`src/rtl/core/phpc_pkg.sv`:
```
// Types and constants of the plain HTTP probe classifier.
// No dependencies; used by every module of the block.
package phpc_pkg;

    typedef enum logic [2:0] {
        V_WAIT = 3'd0,
        V_TLS  = 3'd1,
        V_HTTP = 3'd2,
        V_DENY = 3'd3,
        V_BAD  = 3'd4
    } t_verdict;

    typedef enum logic [1:0] {
        PH_METHOD = 2'd0,
        PH_URI    = 2'd1,
        PH_HEAD   = 2'd2,
        PH_DONE   = 2'd3
    } t_phase;

    // parse flag bit positions
    localparam int FL_DENY    = 0;
    localparam int FL_H10     = 1;
    localparam int FL_H11     = 2;
    localparam int FL_HOST    = 3;
    localparam int FL_USPACE  = 4;
    localparam int FL_UERR    = 5;
    localparam int FL_FIRST   = 6;
    localparam int FL_CRFIRST = 7;

    // register index, taken from paddr[2]
    localparam logic REG_PEEK_LIMIT = 1'b0;
    localparam logic REG_MIN_LENGTH = 1'b1;

    localparam logic [15:0] PEEK_LIMIT_RST = 16'd32768;
    localparam logic [4:0]  MIN_LENGTH_RST = 5'd7;

    localparam logic [7:0] CH_SP  = 8'h20;
    localparam logic [7:0] CH_CR  = 8'h0D;
    localparam logic [7:0] CH_LF  = 8'h0A;
    localparam logic [7:0] CH_DEL = 8'h7F;
    localparam logic [7:0] CH_CTL_MAX = 8'h1F;
    localparam logic [7:0] TLS_HANDSHAKE = 8'h16;
    localparam logic [3:0] METHOD_LEN_MAX = 4'd12;
    localparam logic [3:0] METHOD_LEN_SAT = 4'd13;
    localparam int NUM_PLAIN_METHODS = 6;

    localparam logic [63:0] TAG_H11 = 64'h485454502F312E31;
    localparam logic [63:0] TAG_H10 = 64'h485454502F312E30;

    // GET POST PUT DELETE OPTIONS PATCH CONNECT TRACE
    localparam logic [7:0] METHOD_CHAR [8][7] = '{
        '{"G", "E", "T", 8'h00, 8'h00, 8'h00, 8'h00},
        '{"P", "O", "S", "T", 8'h00, 8'h00, 8'h00},
        '{"P", "U", "T", 8'h00, 8'h00, 8'h00, 8'h00},
        '{"D", "E", "L", "E", "T", "E", 8'h00},
        '{"O", "P", "T", "I", "O", "N", "S"},
        '{"P", "A", "T", "C", "H", 8'h00, 8'h00},
        '{"C", "O", "N", "N", "E", "C", "T"},
        '{"T", "R", "A", "C", "E", 8'h00, 8'h00}
    };
    localparam logic [3:0] METHOD_LEN [8] = '{
        4'd3, 4'd4, 4'd3, 4'd6, 4'd7, 4'd5, 4'd7, 4'd5
    };
    localparam logic [7:0] VERSION_TAG [5] = '{"H", "T", "T", "P", "/"};
    localparam logic [7:0] HOST_TAG [5] = '{"h", "o", "s", "t", ":"};
    localparam logic [2:0] LINE_HOST_HIT = 3'd5;
    localparam logic [2:0] LINE_NO_MATCH = 3'd6;
    localparam logic [2:0] VERSION_DONE  = 3'd5;

    typedef struct packed {
        logic [15:0] peek_limit;
        logic [4:0]  min_length;
    } t_cfg;

    typedef struct packed {
        logic [15:0] bytes_seen;
        t_phase      phase;
        logic [7:0]  cands;
        logic [3:0]  mlen;
        logic [63:0] window;
        logic [2:0]  vmatch;
        logic [2:0]  lprefix;
        logic [7:0]  flags;
        t_verdict    pending;
        t_verdict    sticky;
    } t_conn_state;

    localparam t_conn_state CONN_CLEAR = '{
        bytes_seen: 16'd0,
        phase:      PH_METHOD,
        cands:      8'hFF,
        mlen:       4'd0,
        window:     64'd0,
        vmatch:     3'd0,
        lprefix:    3'd0,
        flags:      8'd0,
        pending:    V_WAIT,
        sticky:     V_WAIT
    };

endpackage

```
`src/rtl/core/plain_http_probe_classifier.sv`:
```
// Plain HTTP probe classifier: judges the opening bytes of a connection.
// Input beats carry one byte (i_byte_value) and a connection start mark
// (i_conn_start, clears all parse state before its byte is taken). Each input
// beat yields exactly one output beat with o_verdict: 0 undecided, 1 TLS,
// 2 plain HTTP, 3 CONNECT/TRACE refused, 4 bad request. The first non-zero
// verdict repeats for every later byte until the next connection start.
// Handshake: a beat moves when valid is high and stall is low.
// Pipeline: input register -> combinational parse update -> output register.
// A beat passes the input register, then the output register. One byte per
// cycle is sustained while i_stall is low, limited by the parse update loop.
// When i_stall holds a finished verdict, one more byte still enters the input
// register; o_stall rises only while both registers are full and the output
// is stalled.
// Registers over APB: 0x0 peek_limit (16 bit, reset 32768), 0x4 min_length
// (5 bit, reset 7). Write them only while no beat is in flight.
// Reset (synchronous, active low) empties both registers and clears the
// connection state, as after a connection start.
// Depends on phpc_pkg, phpc_cfg, phpc_parser.
module plain_http_probe_classifier
    import phpc_pkg::*;
(
    input  logic        i_clk,
    input  logic        i_rst_n,
    input  logic        i_valid,
    output logic        o_stall,
    input  logic [7:0]  i_byte_value,
    input  logic        i_conn_start,
    output logic        o_valid,
    input  logic        i_stall,
    output logic [2:0]  o_verdict,
    input  logic        psel,
    input  logic        penable,
    input  logic        pwrite,
    input  logic [2:0]  paddr,
    input  logic [31:0] pwdata,
    output logic [31:0] prdata,
    output logic        pready
);

    t_cfg       cfg;
    logic       r_in_valid;
    logic [7:0] r_in_byte;
    logic       r_in_start;
    logic       r_out_valid;
    logic [2:0] r_out_verdict;
    logic       advance;   // output register free to load
    logic       fire;      // input beat is parsed this cycle
    logic [2:0] verdict;

    assign advance = !r_out_valid || !i_stall;
    assign fire    = r_in_valid && advance;
    assign o_stall = r_in_valid && !advance;

    phpc_cfg u_cfg (
        .i_clk   (i_clk),
        .i_rst_n (i_rst_n),
        .psel    (psel),
        .penable (penable),
        .pwrite  (pwrite),
        .paddr   (paddr),
        .pwdata  (pwdata),
        .prdata  (prdata),
        .pready  (pready),
        .o_cfg   (cfg)
    );

    phpc_parser u_parser (
        .i_clk        (i_clk),
        .i_rst_n      (i_rst_n),
        .i_fire       (fire),
        .i_byte       (r_in_byte),
        .i_conn_start (r_in_start),
        .i_cfg        (cfg),
        .o_verdict    (verdict)
    );

    // input register
    always_ff @(posedge i_clk) begin
        if (!i_rst_n) begin
            r_in_valid <= 1'b0;
        end else if (!o_stall) begin
            r_in_valid <= i_valid;
        end
    end

    always_ff @(posedge i_clk) begin
        if (!o_stall && i_valid) begin
            r_in_byte  <= i_byte_value;
            r_in_start <= i_conn_start;
        end
    end

    // output register
    always_ff @(posedge i_clk) begin
        if (!i_rst_n) begin
            r_out_valid <= 1'b0;
        end else if (advance) begin
            r_out_valid <= fire;
        end
    end

    always_ff @(posedge i_clk) begin
        if (fire) begin
            r_out_verdict <= verdict;
        end
    end

    assign o_valid   = r_out_valid;
    assign o_verdict = r_out_verdict;

endmodule

```
`src/rtl/core/phpc_cfg.sv`:
```
// APB register file of the probe classifier: peek_limit and min_length.
// Depends on phpc_pkg.
module phpc_cfg
    import phpc_pkg::*;
(
    input  logic        i_clk,
    input  logic        i_rst_n,
    input  logic        psel,
    input  logic        penable,
    input  logic        pwrite,
    input  logic [2:0]  paddr,
    input  logic [31:0] pwdata,
    output logic [31:0] prdata,
    output logic        pready,
    output t_cfg        o_cfg
);

    t_cfg r_cfg;
    logic wr_en;

    assign pready = 1'b1;
    assign wr_en  = psel && penable && pwrite;
    assign o_cfg  = r_cfg;

    always_ff @(posedge i_clk) begin
        if (!i_rst_n) begin
            r_cfg.peek_limit <= PEEK_LIMIT_RST;
            r_cfg.min_length <= MIN_LENGTH_RST;
        end else if (wr_en) begin
            unique case (paddr[2])
                REG_PEEK_LIMIT: r_cfg.peek_limit <= pwdata[15:0];
                REG_MIN_LENGTH: r_cfg.min_length <= pwdata[4:0];
                default: ;
            endcase
        end
    end

    // paddr[1:0] is ignored: word addressed
    always_comb begin
        unique case (paddr[2])
            REG_PEEK_LIMIT: prdata = {16'd0, r_cfg.peek_limit};
            REG_MIN_LENGTH: prdata = {27'd0, r_cfg.min_length};
            default:        prdata = 32'd0;
        endcase
    end

endmodule

```
`src/rtl/core/phpc_parser.sv`:
```
// Per-connection parse state and the combinational update for one byte.
// Depends on phpc_pkg.
module phpc_parser
    import phpc_pkg::*;
(
    input  logic       i_clk,
    input  logic       i_rst_n,
    input  logic       i_fire,
    input  logic [7:0] i_byte,
    input  logic       i_conn_start,
    input  t_cfg       i_cfg,
    output logic [2:0] o_verdict
);

    t_conn_state r_st;
    t_conn_state n_st;
    t_conn_state s;
    t_verdict    v;
    logic [7:0]  prev;

    function automatic t_conn_state method_step(t_conn_state st, logic [7:0] b);
        logic       found;
        logic [2:0] hit;
        found = 1'b0;
        hit   = 3'd0;
        if (b == CH_SP) begin
            for (int k = 0; k < 8; k++) begin
                if (!found && st.cands[k] && METHOD_LEN[k] == st.mlen) begin
                    found = 1'b1;
                    hit   = 3'(k);
                end
            end
            if (st.mlen > METHOD_LEN_MAX || !found) begin
                st.phase   = PH_DONE;
                st.pending = V_BAD;
            end else begin
                st.phase   = PH_URI;
                st.pending = V_WAIT;
                if (int'(hit) < NUM_PLAIN_METHODS) st.flags[FL_FIRST] = 1'b1;
                else st.flags[FL_DENY] = 1'b1;
            end
        end else if (b < "A" || b > "Z") begin
            st.phase   = PH_DONE;
            st.pending = V_BAD;
        end else begin
            for (int k = 0; k < 8; k++) begin
                if (!(st.mlen < METHOD_LEN[k] && METHOD_CHAR[k][st.mlen[2:0]] == b))
                    st.cands[k] = 1'b0;
            end
            if (st.mlen < METHOD_LEN_SAT) st.mlen = st.mlen + 4'd1;
            st.pending = V_WAIT;
        end
        return st;
    endfunction

    function automatic t_conn_state head_step(t_conn_state st, logic [7:0] b,
                                              logic [7:0] pb);
        logic       ok;
        logic [7:0] t;
        ok = 1'b0;
        t  = 8'd0;
        if (b == CH_LF && pb == CH_CR) begin
            if (st.flags[FL_CRFIRST]) begin
                // empty line: request complete
                ok = (st.flags[FL_H11] && st.flags[FL_HOST]) || st.flags[FL_H10];
                st.phase   = PH_DONE;
                st.pending = !ok ? V_BAD : (st.flags[FL_DENY] ? V_DENY : V_HTTP);
            end else begin
                if (st.lprefix == LINE_HOST_HIT) st.flags[FL_HOST] = 1'b1;
                st.lprefix = 3'd0;
                st.flags[FL_CRFIRST] = 1'b0;
                st.pending = V_WAIT;
            end
        end else begin
            st.flags[FL_CRFIRST] = (st.lprefix == 3'd0) && (b == CH_CR);
            if (st.lprefix < LINE_HOST_HIT) begin
                t  = HOST_TAG[st.lprefix];
                ok = (st.lprefix < 3'd4) ? (b == t || b == t - 8'd32) : (b == t);
                st.lprefix = ok ? st.lprefix + 3'd1 : LINE_NO_MATCH;
            end
            st.pending = V_WAIT;
        end
        return st;
    endfunction

    function automatic t_conn_state uri_step(t_conn_state st, logic [7:0] b,
                                             logic [7:0] pb);
        logic done;
        done = 1'b0;
        if (st.flags[FL_FIRST]) begin
            st.flags[FL_FIRST] = 1'b0;
            if (b == CH_SP || b == CH_CR || b == CH_LF) begin
                st.phase   = PH_DONE;
                st.pending = V_BAD;
                done       = 1'b1;
            end
        end else if (pb == CH_LF) begin
            // bare LF ended the request line; this byte opens a header line
            st.phase   = PH_HEAD;
            st.lprefix = 3'd0;
            st.flags[FL_CRFIRST] = 1'b0;
            st = head_step(st, b, pb);
            done = 1'b1;
        end else if (b == CH_LF && pb == CH_CR) begin
            st.phase   = PH_HEAD;
            st.lprefix = 3'd0;
            st.flags[FL_CRFIRST] = 1'b0;
            st.pending = (st.flags[FL_H10] || st.flags[FL_H11]) ? V_WAIT : V_BAD;
            done = 1'b1;
        end
        if (!done) begin
            if (!st.flags[FL_USPACE]) begin
                if (b == CH_SP) begin
                    st.flags[FL_USPACE] = 1'b1;
                    st.vmatch = 3'd0;
                end else if (b <= CH_CTL_MAX || b == CH_DEL) begin
                    st.flags[FL_UERR] = 1'b1;
                end
            end else if (!st.flags[FL_UERR] && st.vmatch < VERSION_DONE) begin
                if (b == VERSION_TAG[st.vmatch]) st.vmatch = st.vmatch + 3'd1;
                else st.flags[FL_UERR] = 1'b1;
            end
            st.pending = st.flags[FL_UERR] ? V_BAD : V_WAIT;
        end
        return st;
    endfunction

    always_comb begin
        s    = i_conn_start ? CONN_CLEAR : r_st;
        n_st = r_st;
        v    = V_WAIT;
        prev = s.window[7:0];
        if (i_fire) begin
            if (s.sticky != V_WAIT) begin
                v = s.sticky;
            end else begin
                s.window = {s.window[55:0], i_byte};
                if (s.bytes_seen != 16'hFFFF) s.bytes_seen = s.bytes_seen + 16'd1;
                if (s.bytes_seen == 16'd1 && (i_byte == TLS_HANDSHAKE || i_byte[7])) begin
                    s.sticky = V_TLS;
                    v        = V_TLS;
                end else begin
                    if (s.phase == PH_METHOD || s.phase == PH_URI) begin
                        if (s.window == TAG_H11) s.flags[FL_H11] = 1'b1;
                        if (s.window == TAG_H10) s.flags[FL_H10] = 1'b1;
                    end
                    unique case (s.phase)
                        PH_METHOD: s = method_step(s, i_byte);
                        PH_URI:    s = uri_step(s, i_byte, prev);
                        PH_HEAD:   s = head_step(s, i_byte, prev);
                        default:   ;
                    endcase
                    v = (s.bytes_seen >= {11'd0, i_cfg.min_length}) ? s.pending : V_WAIT;
                    if (v == V_WAIT && s.bytes_seen >= i_cfg.peek_limit) v = V_BAD;
                    if (v != V_WAIT) s.sticky = v;
                end
            end
            n_st = s;
        end
    end

    always_ff @(posedge i_clk) begin
        if (!i_rst_n) begin
            r_st <= CONN_CLEAR;
        end else begin
            r_st <= n_st;
        end
    end

    assign o_verdict = v;

endmodule

```
`config.mk`:
```
export PLATFORM = sky130hd
export DESIGN_NAME = plain_http_probe_classifier
export DESIGN_NICKNAME = d
export VERILOG_FILES = /design/src/rtl/core/phpc_pkg.sv /design/src/rtl/core/plain_http_probe_classifier.sv /design/src/rtl/core/phpc_cfg.sv /design/src/rtl/core/phpc_parser.sv
export SDC_FILE = /design/constraint.sdc
export NUM_CORES = 1
export LEC_CHECK = 0
export BUFFER_PORTS_ARGS = -buffer_cell sky130_fd_sc_hd__buf_2
export CORE_MARGIN = 5
export CORE_UTILIZATION = 55
export DETAILED_ROUTE_END_ITERATION = 10
export PLACE_DENSITY = 0.72
export SLEW_MARGIN = 10
export SYNTH_ARGS = -nofsm -noshare
export SYNTH_HDL_FRONTEND = slang
export SYNTH_SLANG_ARGS = --single-unit
```
`constraint.sdc`:
```
create_clock -name i_clk -period 11.63 [get_ports i_clk]
set_input_delay 0.5815 -clock i_clk [delete_from_list [all_inputs] [get_ports i_clk]]
set_output_delay 0.5815 -clock i_clk [all_outputs]
set_load 0.1 [all_outputs]
```
**Word level (Yosys, flattened, before mapping)**

Memory sizes are Yosys's and may differ from the RTL's.
Index checks and enable logic that the tools add are counted.

- Eq/ne operators: 32
- Bitwise gates (word level): 4
- $lt $le $gt $ge: 19
- Reduce and logical (&&, ||, !) cells: 66
- Multiplexer cells: 193
- Add/sub/neg operators: 5

Operators by type and width:

| operator | number |
|---|---|
| $mux W114 | 5 |
| $mux W83 | 4 |
| $pmux W98 S3 | 1 |
| $mux W8 | 20 |
| $eq A64 B63 Y1 const B | 2 |
| $mux W3 | 39 |
| $mux W111 | 1 |
| $mux W1 | 90 |
| $eq A8 B8 Y1 | 11 |
| $pmux W32 S2 | 1 |
| $mux W16 | 3 |
| $logic_and A1 B1 Y1 | 34 |
| $eq A8 B4 Y1 const B | 4 |
| $mux W2 | 16 |
| $mux W4 | 7 |
| $eq A8 B7 Y1 const B | 3 |
| $mux W12 | 2 |
| $mux W6 | 4 |
| $add A16 B1 Y16 const B | 1 |
| $eq A16 B1 Y1 const B | 1 |
| $eq A3 B4 Y1 const A | 4 |
| $ge A16 B16 Y1 | 1 |
| $ge A16 B5 Y1 | 1 |
| $lt A4 B3 Y1 const B | 4 |
| other kinds (26) | 60 |

- Bits in read-only memories: 640
- Register bits after elaboration: 141
- Output and inout port bits: 38
- Logic and storage cells: 346
- Memories kept: 10

Memory list:

| memory | depth | bits a word | rd ports | clocked after Yosys merged registers in | wr ports | line | RTL |
|---|---|---|---|---|---|---|---|
| (name not given) | 8 | 8 | 1 | 0 | 0 | phpc_parser.sv:120 | `if (b == VERSION_TAG[st.vmatch]) st.vmatch = st.vmatch + 3'd1;` |
| (name not given) | 8 | 8 | 1 | 0 | 0 | phpc_parser.sv:47 | `if (!(st.mlen < METHOD_LEN[k] && METHOD_CHAR[k][st.mlen[2:0]] == b))` |
| (name not given) | 8 | 8 | 1 | 0 | 0 | phpc_parser.sv:47 |  |
| (name not given) | 8 | 8 | 1 | 0 | 0 | phpc_parser.sv:47 |  |
| (name not given) | 8 | 8 | 1 | 0 | 0 | phpc_parser.sv:77 | `t = HOST_TAG[st.lprefix];` |
| (name not given) | 8 | 8 | 1 | 0 | 0 | phpc_parser.sv:47 |  |
| 4 more memories | - | - | - | - | - | - |  |

**Logic depth before layout (Yosys ltp)**

Gate-level depths: netlist (run 1).

- Depth after elaboration: 93
- Gate-level depth with buffers: 20

**Modules after synthesis**

A second synthesis (run 1) with hierarchy kept.

- Cells, all modules: 1214
- Area, all modules: 9376.5 sq um

Modules (own cells, without submodules):

| module | cells an instance | area an instance (sq um) | times used |
|---|---|---|---|
| phpc_parser | 1066 | 7782.5 | 1 |
| phpc_cfg | 128 | 1149.9 | 1 |
| plain_http_probe_classifier | 20 | 444.2 | 1 |

**Worst setup path after synthesis (run 1)**

OpenSTA, ideal clock, no wires.

- Kind: register to register
- From: register r_in_start
- To: register r_out_verdict[2] (netlist: o_verdict[2]) (data pin)
- Clock period less this slack: 4.116 ns
- Buffers on the path: 4
- Path slack: 7.514 ns
- Data arrival time: 3.858 ns
- Library setup time: 0.257 ns
- Cell stages (with the launch flop): 20
- Path through: edfxtp_1 > buf_2 > clkbuf_1 > buf_2 > buf_2 > nor2b_1 > ha_1 > nand4b_4 > nor3_1 > nand2_1 > mux2_2 > ha_1 > or3b_2 > o211ai_1 > a21oi_1 > o21ai_0 > a21oi_1 > nor3_1 > a2bb2oi_1 > o2bb2ai_1

- Cells in the longest elaborated chain, start to end: 89
- Elaborated cells on any way between the ends: 166
- Those cells by class: add/sub: 1; order compare: 4; eq/ne: 14; mux: 109; bitwise: 1; reduce/logical: 36; memory: 1

Ends and longest elaborated chain:

| what | line | RTL |
|---|---|---|
| from (decl) | plain_http_probe_classifier.sv:43 | `logic r_in_start;` |
| from (signal assigned) | plain_http_probe_classifier.sv:89 | `r_in_start <= i_conn_start;` |
| $mux W114 * | phpc_parser.sv:129 | `s = i_conn_start ? CONN_CLEAR : r_st;` |
| $eq A2 B4 Y1 | phpc_parser.sv:28 | `if (!found && st.cands[k] && METHOD_LEN[k] == st.mlen) begin` |
| $logic_and A1 B1 Y1 | phpc_parser.sv:28 |  |
| $mux W1 | phpc_parser.sv:28 |  |
| $mux W1 | phpc_parser.sv:26 | `if (b == CH_SP) begin` |
| $mux W1 | phpc_parser.sv:147 | `unique case (s.phase)` |
| $mux W1 | phpc_parser.sv:139 | `if (s.bytes_seen == 16'd1 && (i_byte == TLS_HANDSHAKE \|\| i_byte[7])) begin` |
| $mux W1 | phpc_parser.sv:134 | `if (s.sticky != V_WAIT) begin` |
| [... 74 more ...] | - |  |
| $logic_and A1 B1 Y1 | phpc_parser.sv:154 | `if (v == V_WAIT && s.bytes_seen >= i_cfg.peek_limit) v = V_BAD;` |
| $mux W3 | phpc_parser.sv:154 |  |
| $mux W3 | phpc_parser.sv:139 |  |
| $mux W3 | phpc_parser.sv:134 |  |
| $mux W3 | phpc_parser.sv:133 | `if (i_fire) begin` |
| $mux W3 | phpc_parser.sv:139 |  |
| $mux W3 * | phpc_parser.sv:134 |  |
| named net u_parser.o_verdict[2] | phpc_parser.sv:12 | `output logic [2:0] o_verdict` |
| to (signal assigned) | plain_http_probe_classifier.sv:104 | `r_out_verdict <= verdict;` |
| to (decl) | plain_http_probe_classifier.sv:45 | `logic [2:0] r_out_verdict;` |

The timed path passes the listed nets; every way through them passes the cells marked *. The select of a mux whose other input is x is not followed.
A chain may end at the register's enable or synchronous reset.

**Final worst setup path (run 1)**

Ends and elaborated chain as after synthesis.

==> metrics, run 1 <==
ANT nets after route=0; CTS tree=built; Worst-Skew Late Latency=430 ps; Final Util=0.611; Slew headroom=0.292; fin crit share=0.405; worst slew pin tran=1060 ps; number of global-route vias before repair=7,750; share of layout cells above drive strength 1=0.115; CTS max path bufs=2; CP endpoint kind=flop; Area growth syn-to-layout=8.83%; Worst Hold Class=primary input to flop; post-route setup slack=6930 ps; fin crit period=4700 ps; synthesis warning total=0; worst slack, placed=6960 ps; CTS clock-pin slew for the worst setup and hold paths=60 ps; DR pass1 iterations=5; DIE WIDTH=138 um; Final nets=1,251; Syn Area/Cell=7.64 um2; Most used DFF post-synth=dfxtp_1; die area=18,900 um2; switching pwr=346 uW; setup TNS=0 ps; dpl hpwl=16,200 um; Port Buf Inserts=53; Max VDD drop=96.4 uV; CTS buffer count=17; Netlist cell types=90; Sequential Power Share=0.421; placer congestion estimate=0.935; WP data arrival=4880 ps; Fin. Hold Viols=0; sw frac=0.282; Fin Clk Skew=8.40 ps; WP data required=11,810 ps; DIE HEIGHT=138 um; commonest non-fill, non-tap cell in the layout=nand2_1; asr flop ratio synth=0; antenna violations before repair=0; Core ar.=15,900 um2; Critical Path Source=r_in_start; H-tree depth=4; GR Util All Layers=0.258; largest net degree at the start of global routing=71; post-synthesis register bit count=141; hold_buf cts=0; Slew Limit Fails=0; GRT overflow=0; boundary pin count=89; Initial Utilization=0.562; Root Buffer Master=clkbuf_16; Max Clock Freq=213 MHz; first-pass GRT wire length=39,300 um; # clock sinks=141; row count=46; Leak=0.00353 uW; synthesized cell area=8950 um2; combinational power share=0.133; nature of the critical path startpoint=flop; Setup Fix Bufs, Post-CTS=0; PwrDens=126 nW/um2; Post-synth EDFFs=12; clock share of power=0.447; Syn Inst Count=1,172; Max-Cap Viols=0; # DRC=0; RSZ-0062 raised after global routing=no; 1st-iter DRT viols=803; status=finished, final reports clean; post-CTS sizing=0; internal reg-to-reg setup slack=6930 ps; Vias per Instance=6.07; sequential-to-total area share from yosys stat=0.329; routed vias=8,463; diode count=0; R2R Path Start=r_in_start; Worst Path Max Fanout=33; HP Start=i_byte_value[6]; Int Power=879 uW; WHS=329 ps; most frequent cells in the layout=nand2_1, dfxtp_1, a21oi_1; wire length per cell=17.0 um; Crit Path Category=flop to flop; DRT Wirelength=23,700 um; final setup fails=0; total power=1220 uW
==> metrics by stage <==
stage               std cells  instance area [um2]
finish                   1394                 9750
global route             1394                 9750
CTS                      1394                 9750
detailed placement       1363                 9160
global placement         1363                 9160
floorplan                1187                 9010
==> worst max-delay path, stage by stage (launching register included) <==
cell and delay [ps]:
edfxtp_1 350, buf_4 240, nor2b_1 340, ha_1 330
nand4b_4 160, nor3_1 530, nand2_1 300, xnor2_1 350
ha_1 280, or3b_2 450, o211ai_1 110, a21oi_1 100
o21ai_0 190, a21oi_1 90, nor3_1 280, a2bb2oi_1 270
o2bb2ai_1 80
==> cell usage after synthesis, types with 7 or more instances <==
cell / instances / area (um2)
nor4b_1: 11 / 96.3
buf_2: 11 / 55.1
ha_1: 34 / 425
nand3_1: 73 / 365
nand3b_1: 8 / 60.1
or3_1: 7 / 43.8
nor3_1: 26 / 130
o31ai_1: 7 / 52.6
xnor2_1: 13 / 114
nand2_1: 182 / 683
nor4_1: 10 / 62.6
xor2_1: 13 / 114
inv_1: 39 / 146
o21ai_0: 52 / 260
buf_4: 19 / 143
dfxtp_1: 129 / 2580
nand4_1: 12 / 75.1
and3_1: 7 / 43.8
a211oi_1: 9 / 67.6
buf_1: 14 / 52.6
o22a_1: 7 / 61.3
edfxtp_1: 12 / 360
mux2i_1: 12 / 120
nor2b_1: 18 / 113
clkbuf_1: 58 / 218
a21oi_1: 121 / 606
a31oi_1: 16 / 100
nor2_1: 89 / 334
nand2b_1: 8 / 50.1
==> kinds of logic (layout without fill, tap and decap cells) <==
family,Yosys count,after routing,share of synthesized area
and+or+nand+nor,505,505,0.291
AOI/OAI and AO/OA,305,305,0.218
buffers and inverters,143,134,0.0704
DFF,141,141,0.329
adders and majority gates,34,34,0.0475
xor gates and xnor gates,26,26,0.0254
muxes,16,16,0.0184
other,2,17,0.000839
==> flip-flops by register name (all words and copies together) (netlist names) <==
name           count
u_parser.r_st    106
u_cfg.o_cfg       21
r_in_byte          8
o_verdict          3
o_valid            1
r_in_start         1
r_in_valid         1
==> final cells by class <==
class                      count  area, um2
timing repair buffer          64        348
clock inverter                 9        105
tap                          216        270
inverter                      39        148
sequential                   141       2940
multi-input combinational    903       5450
fill                        1451       6200
clock buffer                  22        484
==> per-layer routing <==
| layer | up-vias | part of all wire | track usage |
|---|---|---|---|
| met5 | - | 0 | 0 |
| met4 | 0 | 0.020 | 0.0942 |
| met3 | 40 | 0.073 | 0.0449 |
| met2 | 335 | 0.46 | 0.407 |
| met1 | 3927 | 0.45 | 0.354 |
| li1 | 4161 | - | - |
==> power by group through the flow <==
stage	sequential (uW)	combinational, uW	clock, uW
5_1_grt	516	175	577
3_3_place_gp	525	160	0
3_5_place_dp	525	161	0
4_1_cts	514	161	551
2_1_floorplan	524	130	0
6_report	515	162	547
==> final timing paths <==
check | depth (start not counted) | end
max | 16 | o_verdict[2]
min | 1 | r_in_byte[6]
max reg2reg | 16 | o_verdict[2]
min reg2reg | 2 | u_parser.r_st[71]
(Power assumes the default switching activity.)
==> run 2, diff against run 1 <==
Settings changed: CORE_UTILIZATION 55 to 54, PLACE_DENSITY 0.72 to 0.74.
Clock period 11.63 ns to 3.8 ns, I/O delays scaled along.
==> run 2 against run 1 <==
Effect of this change:
- cell count rose by 3.5%
- worst setup slack got worse by 6700 ps
- clock skew increased by 1.4 ps
- clock power increased to 3.2 times the previous value
- sequential power grew to 3.1 times the previous value
- register-to-register slack lost 6700 ps
- hold slack worse by 310 ps
- flip-flop and latch count stayed put
- total power grew to 3.1 times the previous value
- wire length increased by 4.7%
- first-iteration DRC count shrank 13%
==> metrics, run 2 (same netlist as run 1, synthesis figures left out) <==
status=finished, final reports clean (unchanged); Worst-Skew Late Latency=430 ps (about the same); Top reg by flops=u_parser.r_st (unchanged); Worst Hold Class=primary input to flop (unchanged); antenna violations before repair=0 (unchanged); wire length per cell=17.2 um (was 17.0 um); CTS tree=built (unchanged); Root Buffer Master=clkbuf_16 (unchanged); Slew Limit Fails=0 (unchanged); combinational power share=0.137 (was 0.133); largest net degree at the start of global routing=85 (was 71); Max VDD drop=300 uV (was 96.4 uV); worst slew pin tran=1130 ps (was 1060 ps); row count=47 (was 46); R2R Path Start=r_in_start (unchanged); # DRC=0 (unchanged); CTS buffer count=17 (unchanged); # clock sinks=141 (unchanged); Max-Cap Viols=0 (unchanged); Core ar.=16,400 um2 (was 15,900 um2); DRT Wirelength=24,900 um (was 23,700 um); Int Power=2780 uW (was 879 uW); die area=19,300 um2 (was 18,900 um2); 1st-iter DRT viols=696 (was 803); Port Buf Inserts=53 (unchanged); fin crit period=3600 ps (was 4700 ps); CTS max path bufs=2 (unchanged); dpl hpwl=17,000 um (was 16,200 um); Worst Path Max Fanout=20 (was 33); nature of the critical path startpoint=flop (unchanged); Critical Path Source=r_in_start (unchanged); Slew headroom=0.245 (was 0.292); GRT overflow=0 (unchanged); final setup fails=0 (unchanged); DIE HEIGHT=139 um (was 138 um); placer congestion estimate=0.970 (was 0.935); max reg flops=106 (unchanged); worst slack, placed=155 ps (was 6960 ps); GR Util All Layers=0.251 (was 0.258); share of layout cells above drive strength 1=0.133 (was 0.115); post-route setup slack=196 ps (was 6930 ps); Fin. Hold Viols=0 (unchanged); boundary pin count=89 (unchanged); routed vias=8,693 (was 8,463); CP endpoint kind=flop (unchanged); HP Start=pwdata[3] (was i_byte_value[6]); Crit Path Category=flop to flop (unchanged); total power=3850 uW (was 1220 uW); Area growth syn-to-layout=14.1% (was 8.83%); CTS clock-pin slew for the worst setup and hold paths=60 ps (about the same); fin crit share=0.948 (was 0.405); first-pass GRT wire length=40,400 um (was 39,300 um); WP data required=3980 ps (was 11,810 ps); DR pass1 iterations=6 (was 5); number of global-route vias before repair=7,839 (was 7,750); sw frac=0.278 (was 0.282); ANT nets after route=0 (unchanged); clock share of power=0.453 (was 0.447); Vias per Instance=6.02 (was 6.07); dpl cell area=9350 um2 (was 9160 um2); commonest non-fill, non-tap cell in the layout=nand2_1 (unchanged); Sequential Power Share=0.411 (was 0.421); Initial Utilization=0.546 (was 0.562); diode count=0 (unchanged); Fin Clk Skew=9.81 ps (was 8.40 ps); Finished Cell Area=10,200 um2 (was 9750 um2); most frequent cells in the layout=nand2_1, dfxtp_1, a21oi_1 (unchanged); switching pwr=1070 uW (was 346 uW); WP data arrival=3780 ps (was 4880 ps); PwrDens=377 nW/um2 (was 126 nW/um2); H-tree depth=4 (unchanged); Max Clock Freq=277 MHz (was 213 MHz); Leak=0.00377 uW (was 0.00353 uW); Final nets=1,295 (was 1,251); DIE WIDTH=139 um (was 138 um)
[run 2: timing repair]
action,in CTS,in global routing
gates resized for setup,0,3
setup buffers,0,2
hold buffers,22,0
endpoints found under the setup margin,0,2
endpoints found under the hold margin,22,0
[run 2: area by class of cell]
type                            count  area, um2
Tap cell                          220        275
Multi-Input combinational cell    903       5490
Clock buffer                       25        528
Sequential cell                   141       2940
Clock inverter                      7       96.3
Timing Repair Buffer              108        746
Inverter                           39        148
Fill cell                        1459       6190
[run 2: worst paths after layout]
kind                        to  cells after the start  slack (ps)
max               o_verdict[2]                     15         200
min             u_cfg.o_cfg[3]                      3          20
max reg2reg       o_verdict[2]                     15         200
min reg2reg  u_parser.r_st[73]                      2         450
[run 2: power by group through the flow]
stage	sequential [uW]	clock, uW	combinational, uW
finish	1580	1740	526
global route	1590	1830	566
CTS	1580	1760	518
detailed placement	1610	0	497
global placement	1610	0	496
floorplan	1600	0	402
[run 2: critical path, stage by stage (launching register included)]
cell and delay (ps):
edfxtp_1 470, buf_4 190, buf_4 200, nand3b_1 230, nor2_1 200, nand2_2 170, mux2_4 360, ha_1 190
or3b_2 430, o211ai_1 100, a21oi_1 80, o21ai_0 160, a21oi_1 110, nor3_2 150, a2bb2oi_1 220, o2bb2ai_1 80
[run 2: routing by layer]
layer  global-route usage  vias to the layer above  share of wire
li1                     -                     4253              -
met3               0.0569                       57          0.073
met4               0.0932                        0          0.025
met5                    0                        -              0
met2                0.391                      334           0.46
met1                0.340                     4049           0.44
[run 2: through the flow]
stage	cells	setup TNS, ps	hold WS, ps	utilization
after detailed placement	1387	0	368	0.570
final	1443	0	20.6	0.623
after CTS	1441	0	9.65	0.621
after floorplan	1187	0	289	-
after global routing	1443	-27.7	26.7	0.623
after global placement	1387	0	372	0.570
